File: src/rtl/sgm_pkg.sv
// Shared types and constants for the Sobel gradient magnitude block.
// No dependencies; imported by sgm_sqrt_cell, sobel_gradient_magnitude and sgm_checker.
`default_nettype none

package sgm_pkg;

    localparam int DEF_MAX_WIDTH = 4096;
    localparam int LUM_W         = 10;   // a+b+c fits in 10 bits
    localparam int GRAD_W        = 12;   // |dx|, |dy| up to 4*765
    localparam int RAD_W         = 26;   // radicand and root work width
    localparam int ROOT_W        = 13;   // isqrt of 2*3060^2 fits in 13 bits
    localparam int CFG_IDX_W     = 2;
    localparam int CFG_DATA_W    = 16;

    typedef enum logic [CFG_IDX_W-1:0] {
        CFG_FRAME_WIDTH  = 2'd0,
        CFG_FRAME_HEIGHT = 2'd1,
        CFG_COLOR_MODE   = 2'd2
    } t_cfg_index;

    typedef struct packed {
        logic [7:0] chan_a;
        logic [7:0] chan_b;
        logic [7:0] chan_c;
    } t_pix_in;

    typedef struct packed {
        logic [7:0] gradient;
        logic       last_of_frame;
    } t_grad_out;

    // what travels along the root cells
    typedef struct packed {
        logic             valid;
        logic             color;
        logic             last;
        logic [RAD_W-1:0] rem;
        logic [RAD_W-1:0] root;
    } t_cell_bus;

endpackage

`default_nettype wire

File: src/rtl/sgm_sqrt_cell.sv
// One step of the digit-by-digit integer square root, registered.
// Depends on sgm_pkg (t_cell_bus, RAD_W).
`default_nettype none

module sgm_sqrt_cell
    import sgm_pkg::*;
#(
    parameter int BIT_POS = 0
) (
    input  wire logic      i_clk,
    input  wire logic      i_rst_n,
    input  wire logic      i_en,
    input  wire t_cell_bus i_bus,
    output t_cell_bus      o_bus
);

    localparam logic [RAD_W-1:0] TRIAL_BIT = RAD_W'(1) << (2 * BIT_POS);

    t_cell_bus n_bus;
    t_cell_bus r_bus;
    logic [RAD_W-1:0] trial;

    always_comb begin
        trial = i_bus.root + TRIAL_BIT;
        n_bus = i_bus;
        if (i_bus.rem >= trial) begin
            n_bus.rem  = i_bus.rem - trial;
            n_bus.root = (i_bus.root >> 1) + TRIAL_BIT;
        end else begin
            n_bus.root = i_bus.root >> 1;
        end
    end

    always_ff @(posedge i_clk) begin
        if (!i_rst_n) begin
            r_bus.valid <= 1'b0;
        end else if (i_en) begin
            r_bus.valid <= n_bus.valid;
        end
        if (i_en) begin
            r_bus.color <= n_bus.color;
            r_bus.last  <= n_bus.last;
            r_bus.rem   <= n_bus.rem;
            r_bus.root  <= n_bus.root;
        end
    end

    assign o_bus = r_bus;

endmodule

`default_nettype wire

File: config.mk
export PLATFORM = sky130hd
export DESIGN_NAME = sgm_sqrt_cell
export DESIGN_NICKNAME = d
export VERILOG_FILES = /design/src/rtl/sgm_pkg.sv /design/src/rtl/sgm_sqrt_cell.sv
export SDC_FILE = /design/constraint.sdc
export NUM_CORES = 1
export LEC_CHECK = 0
export BUFFER_PORTS_ARGS = -buffer_cell sky130_fd_sc_hd__buf_2
export CORE_UTILIZATION = 35
export DETAILED_ROUTE_END_ITERATION = 10
export PLACE_DENSITY = 0.59
export REMOVE_ABC_BUFFERS = 1
export SYNTH_ARGS = -nofsm -noshare
export SYNTH_HDL_FRONTEND = slang
export SYNTH_SLANG_ARGS = --single-unit
File: constraint.sdc
create_clock -name i_clk -period 11.05 [get_ports i_clk]
set_clock_uncertainty 0.15 [all_clocks]
set_input_delay 1.6575 -clock i_clk [delete_from_list [all_inputs] [get_ports i_clk]]
set_output_delay 1.6575 -clock i_clk [all_outputs]
set_load 0.02 [all_outputs]
# After elaboration in Yosys (flattened, before gate mapping)
# Cells that the tools add are included.
dict set report word_totals {
  ff_bits 55
  inputBits 58
  output_inout_bits 55
  wordCells 12
}
dict set report op_classes {
  add_sub_neg 3
  n_lt_le_gt_ge 1
  n_mux 2
}
# operator count
set ops {}
lappend ops {{adder 25 x 1 -> 26 bit, second input constant} 1}
lappend ops {{adder 26 x 1 -> 26 bit, second input constant} 1}
lappend ops {{>= comparator 26 bit} 1}
lappend ops {{two-way mux 26 bit} 1}
lappend ops {{subtractor 26 bit} 1}
lappend ops {{two-way mux 25 bit} 1}

# Longest topological paths before layout
# Gate-level depths: netlist of the first run.
dict set report depth {
  depth_word 3
  depth_mapped 19
  mapped_depth_nobuf 16
}

# Worst setup path before layout of the first run
# No wires, ideal clock.
dict set report synth_path {
  path_kind {input to register}
  start {input i_bus[1] (netlist bit)}
  end {register r_bus, in the netlist o_bus[30], data pin}
  setup_time_ns 0.260
  arrival_time_ns 5.072
  required_ns 10.640
  slack_ns 5.567
  stages 18
  n_path_buf 3
  path_cell_list {ha_1 > and3_1 > and4_1 > and3_1 > and3_1 > and3_1 > nand2_1 > xor2_1 > ha_1 > buf_6 > nand4_4 > or3_1 > o311a_1 > and3_1 > buf_6 > nor2_8 > buf_12 > mux2_4}
}
# item line
set synth_lines {}
lappend synth_lines {{from (decl)} sgm_sqrt_cell.sv:13} ;# input wire t_cell_bus i_bus,
lappend synth_lines {{to (decl)} sgm_sqrt_cell.sv:20} ;# t_cell_bus r_bus;

==> results.md, run 1 <==
- Critical Path AT: 6000 ps
- YS warnings: 0
- Design Power: approximately 0.66 mW
- Worst vdd ir: ~65 µV
- Worst path top cell family by delay: simple AND/OR/NAND/NOR gates
- # rows: slightly above 40
- Post-synthesis sequential area ratio: between 30% and 40%
- Core area: around 13000 µm²
- HP Class: register to register
- Cell variety after synth: 60
- Vias in the first global route: ~3.8k
- P_leak: around 2.2 nW
- CTS tree: built
- Global-route wire length before repair: a little under 20000 µm
- Dpl hpwl: about 9800 µm
- WHS Endpoint: o_bus[54]
- CTS H-tree depth: 2
- R2R cell count: 2
- Slew Viols, Final: 0
- Antenna Diode Count: 0
- Die X: approximately 120 µm
- Residual DRC: 0
- Routed WL: roughly 13000 µm
- Final worst path period need: between 6000 and 7000 ps
- Slew @ Worst Pin: 796 ps
- Fin Setup TNS: 0 ps
- Slowest CP cell: nand3_2
- Flop2flop setup slack: around 10000 ps
- Num CTS Buffers: 5
- Clock slew at reported path FFs: ~80 ps
- Worst-path fanout max: 35
- Synth async-reset ratio: 0%
- Peak per-stage delay on the critical path: about 620 ps
- Final ANT Viol Nets: 0
- Gp weighted congestion: 0.891
- Flip-flop count of the largest register after layout: 55
- WHS: around 370 ps
- Final instance area: approximately 5300 µm²
- # hold bufs at CTS: 0
- Worst-path cell chain: buf_2 -> ha_1 -> and3_1 -> and4_1 -> and3_1 -> and3_1 -> and3_1 -> nand3_1 -> xor2_1 -> ha_1 -> a21o_1 -> a21o_1 -> a21oi_2 -> o311a_1 -> nand3_2 -> nand2_1 -> o31ai_1
- Unrepaired setup endpoints after global routing: false
- Final setup vio count: 0
- Gr usage total: around a fifth
- Resized Gates After CTS: 0
- Vias per Instance: about 5.3
- Number of synthesized flops with an enable pin: between 50 and 60
- Die height: 116 µm
- Status: finished clean
- PD cells: 125 nW/µm²
- Kind of critical path: primary input to register
- IO buf count: approximately 110
- Initial antenna violation count: 0
- Hold path cells: 2
- Drt pass-1 iters: 5
- Remaining global-route overflow: 0
- Final period util: a little under three fifths
- Largest net degree at the start of global routing: 56
- Yosys reg bits: 55
- F_max: roughly 160 MHz
- Area after detailed placement: just over 5000 µm²
- Register Area: between 1500 and 2000 µm²
- IO Count: 113
- # nets final: 649
- CP bufs+invs: 1
- Total number of vias: around 3.9k
- Area used by multi-input combinational logic: approximately 2700 µm²
- Min-delay src: o_bus[54]
- Layout cell share with drive strength beyond 1: about 25%
- Max-Cap Viols: 0
- Die area: 13400 µm²
- Initial drt markers: between 200 and 250
- Post-CTS setup buffers: 0
- Clk sinks: 55
- Final hold violations: 0
- FF-to-FF Start: o_bus[54]
- Most frequent cell on the critical path: and3_1
- Setup crit start kind: primary input
- Root Buffer: clkbuf_16
- # fillers: roughly 1.3k
- Netlist Area Pre-Place: 4520 µm²
- Worst Path Required: 10950 ps
- Area delta synth->final: 17.6%
- Clock Latency Late Sink: approximately 300 ps
- Drt wl/cell: 17.4 µm
- Post-Syn Area per Cell: approximately 9.8 µm²
- Synthesized instance count: around 460
- Starting Density: a little over a third
- Critical path endpoint category: register
- Slew headroom: 46.9%
- RR Endpoint: o_bus[54]
- Post-synth top flop: edfxtp_1
- Clk buf depth: 2
[metrics by stage]
stage	utilization, %	instances	setup slack [ps]
final	42.1	735	4950
after global routing	42.1	735	4550
after CTS	42.1	735	4950
after detailed placement	40.9	727	4660
after global placement	40.9	727	4780
after floorplan	-	441	5430
[area by class of cell]
type / instances / area share, %
inverters: 9 / 0.636
flip-flops and latches: 55 / 30.9
clock buffers: 6 / 2.43
repair buffers: 114 / 10.8
multi-input cells: 377 / 50.8
clock inverters: 2 / 0.306
well taps: 172 / 4.05
[layout by cell type (no fill, tap or decap), types with 11 or more instances in the layout]
master	n
mux2_4	11
a21o_1	17
buf_2	112
ha_1	28
nand2_1	33
nand4_1	23
nand3_1	27
xnor2_1	37
o21ai_0	18
a21oi_1	30
xor2_1	26
nor2_1	30
edfxtp_1	54
and3_1	15
[worst register-to-register path, stage by stage, from the launching register on]
cell     delay (ps)
dfxtp_1         310
mux2i_1         130
nor2b_1          60
[logic make-up (layout without fill, tap and decap cells)]
kind of cell | count (synthesis) | after routing | synth area share (%)
adder cells (fa/ha/maj) | 29 | 29 | 8.20
flip-flops | 55 | 55 | 36.3
multiplexers | 13 | 13 | 4.13
buffers and inverters | 30 | 131 | 3.90
AND/OR/NAND/NOR | 166 | 166 | 19.7
XOR/XNOR | 63 | 63 | 12.2
AO/OA/AOI/OAI | 106 | 106 | 15.6
[where the power goes]
group	internal [mW]	switching, mW
Sequential	0.258	0.00734
Combinational	0.0877	0.145
Clock	0.0854	0.0809
[worst max path at each step]
stage,from,end,cells past startpoint
finish,i_bus[1],o_bus[45],17
global route,i_bus[1],o_bus[45],17
CTS,i_bus[1],o_bus[45],17
detailed placement,i_bus[1],o_bus[45],17
global placement,i_bus[1],o_bus[1],16
floorplan,i_bus[1],o_bus[1],15
[cell usage after synthesis, drive strengths merged (3+ instances only)]
cell,count,area share [%]
nor4,3,0.55
a21oi,31,3.5
o31ai,7,1.3
nand2,33,2.7
nor2,31,2.9
and3,15,2.1
inv,9,0.75
xnor2,37,7.2
edfxtp,54,36
a211oi,7,1.2
nand3,28,3.2
nand4,24,3.7
nor2b,5,0.69
ha,28,7.8
o21bai,3,0.50
and2,7,0.97
mux2,12,3.9
o21a,8,1.3
clkbuf,8,0.78
o21ai,18,2.0
a31oi,3,0.42
xor2,26,5.0
buf,13,2.4
nor3,9,1.0
a21o,17,2.8
[routing by layer]
| metal | part of all wire [%] | global-route usage (%) | vias to the layer above |
|---|---|---|---|
| li1 | - | - | 1932 |
| met1 | 46 | 25.3 | 1828 |
| met2 | 47 | 32.2 | 136 |
| met3 | 4.6 | 2.88 | 16 |
| met4 | 2.5 | 6.75 | 0 |
| met5 | 0 | 0 | - |
Note: power is estimated with default switching activity, not from simulation.
==> run 2, diff against run 1 <==
- PLACE_DENSITY: 0.59 -> 0.62
- clock period: 11.05 -> 5.5 ns (I/O delays scaled with it)
==> run 2 against run 1 <==
Compared with the run above: first-iteration DRC count rose by 29%; core utilization is 0.46 points higher; clock power increased by 98%; critical path type unchanged; highest routed layer unchanged; register-to-register slack got worse by 5500 ps.
==> results.md, run 2 (same netlist as run 1, synthesis figures left out) <==
- Final instance area: 5370 µm² (+1.1%)
- Core area: 12600 µm² (unchanged)
- Core Util, Final: 42.6% (+0.46 points)
- WHS: 372 ps (+3.52 ps)
- Critical path endpoint category: register
- P_int: 0.873 mW (+100%)
- Area delta synth->final: 18.8%
- Initial antenna violation count: 0 (unchanged)
- Clock Latency Late Sink: 300 ps (about the same)
- # nets final: 655 (+0.92%)
- Clock slew at reported path FFs: 80 ps (about the same)
- Slew @ Worst Pin: 611 ps (-185 ps)
- Setup crit start kind: primary input
- IO Count: 113 (unchanged)
- CTS H-tree depth: 2 (unchanged)
- Gp weighted congestion: 0.915 (+2.8%)
- Max-Cap Viols: 0 (unchanged)
- Area after detailed placement: 5230 µm² (+1.1%)
- IO buf count: 112 (unchanged)
- Total number of vias: 3999 (+2.2%)
- Clock power frac: 24.6% (-0.4 points)
- Seq pwr share: 39.7% (-0.3 points)
- Final hold violations: 0 (unchanged)
- Switching part of the total: 34.6% (-0.44 points)
- Kind of critical path: primary input to register
- Routed WL: 12700 µm (-0.96%)
- Slew Viols, Final: 0 (unchanged)
- Worst Path Required: 5420 ps (-5530 ps)
- Worst vdd ir: 122 µV (+88%)
- Dpl hpwl: 10100 µm (+3.5%)
- Antenna Diode Count: 0 (unchanged)
- Flip-flop count of the largest register after layout: 55 (unchanged)
- Num CTS Buffers: 5 (unchanged)
- Worst path top cell family by delay: simple AND/OR/NAND/NOR gates
- Die X: 116 µm (unchanged)
- Vias per Instance: 5.40 (+1.4%)
- Status: finished clean
- F_max: between 200 and 250 MHz
- Clk sinks: 55 (unchanged)
- Post-CTS setup buffers: 0 (unchanged)
- Global-route wire length before repair: 19500 µm (-0.32%)
- Slowest CP cell: ha_1
- CTS tree: built
- Layout cell share with drive strength beyond 1: 25.8% (+0.79 points)
- Critical Path AT: 4900 ps (-1100 ps)
- Psw: 0.462 mW (+99%)
- Commonest non-fill, non-tap cell in the layout: buf_2
- P_leak: 2.22 nW (+1.5%)
- Final ANT Viol Nets: 0 (unchanged)
- Final period util: around 91%
- Unrepaired setup endpoints after global routing: false
- Drt pass-1 iters: 7 (+2)
- Remaining global-route overflow: 0 (unchanged)
- Most frequent cell on the critical path: and3_1
- HP Class: register to register
- Root Buffer: clkbuf_16
- Gr usage total: 19.3% (+0.025 points)
- Die height: 116 µm (unchanged)
- Worst-path fanout max: 21 (-40%)
- Slew headroom: 59.1% (+12 points)
- # hold bufs at CTS: 0 (unchanged)
- # rows: 41 (unchanged)
- Largest net degree at the start of global routing: 33 (-41%)
- PD cells: 249 nW/µm² (+99%)
- Fin Setup TNS: 0 ps (unchanged)
- Vias in the first global route: 3818 (+0.21%)
- Comb pwr share: 35.7% (+0.7 points)
- Clk buf depth: 2 (unchanged)
- Worst-path cell chain: buf_2 -> ha_1 -> and3_1 -> and4_1 -> and3_1 -> and3_1 -> nand4_1 -> nor2_1 -> xnor2_1 -> ha_1 -> nand4_4 -> or3_1 -> o311a_1 -> and3_1 -> nor2_8 -> mux2_2
- Peak per-stage delay on the critical path: 470 ps (-150 ps)
- CP bufs+invs: 1 (unchanged)
- Residual DRC: 0 (unchanged)
- Initial drt markers: 278 (+29%)
- Resized Gates After CTS: 0 (unchanged)
- Final setup vio count: 0 (unchanged)
- Die area: 13400 µm² (unchanged)
- Flop2flop setup slack: 4770 ps (-5530 ps)
- Drt wl/cell: 17.1 µm (-1.8%)
- Final worst path period need: between 4000 and 5000 ps
- Most frequent cells in the layout: buf_2 (112), edfxtp_1 (54), xnor2_1 (37)
- Starting Density: 35.8% (unchanged)
==> run 2: changes by cell type in the layout (fill, tap and decap cells not counted), sizes merged <==
| cell | previous run | this run |
|---|---|---|
| buf | 114 | 120 |
==> run 2: cell type report <==
type	instances	area (µm²)
tap	172	215
inverter	9	33.8
multi-input combinational	377	2700
clock buffer	6	129
fill	1267	7250
timing repair buffer	120	633
clock inverter	2	16.3
sequential	55	1640
==> run 2: metrics by stage <==
step / worst slack [ps] / power (mW) / std cells
2_1_floorplan: 717 / 0.848 / 441
3_3_place_gp: 331 / 1.01 / 733
3_5_place_dp: 206 / 1.01 / 733
4_1_cts: 535 / 1.34 / 741
5_1_grt: 254 / 1.41 / 741
6_report: 520 / 1.34 / 741
==> run 2: final timing paths <==
check,end,cells after the start,from
max reg2reg,o_bus[54],2,o_bus[54]
min,o_bus[54],2,o_bus[54]
min reg2reg,o_bus[54],2,o_bus[54]
max,o_bus[1],16,i_bus[2]
==> run 2: power groups by stage <==
| stage | sequential [mW] | combinational (mW) | clock [mW] |
|---|---|---|---|
| 6_report | 0.530 | 0.476 | 0.329 |
| 3_5_place_dp | 0.540 | 0.474 | 0 |
| 4_1_cts | 0.531 | 0.476 | 0.335 |
| 5_1_grt | 0.535 | 0.521 | 0.350 |
| 3_3_place_gp | 0.540 | 0.470 | 0 |
| 2_1_floorplan | 0.601 | 0.247 | 0 |
==> run 2: per-layer routing <==
| layer | track usage, % | vias up | share of wire [%] |
|---|---|---|---|
| li1 | - | 1949 | - |
| met1 | 25.6 | 1886 | 46 |
| met2 | 31.9 | 146 | 46 |
| met3 | 2.98 | 18 | 5.6 |
| met4 | 6.50 | 0 | 2.4 |
| met5 | 0 | - | 0 |
==> run 2: worst min-delay path, cell delays in order (launching register included) <==
cell and delay, ps:
dfxtp_1 330, mux2i_1 60, nor2b_1 100
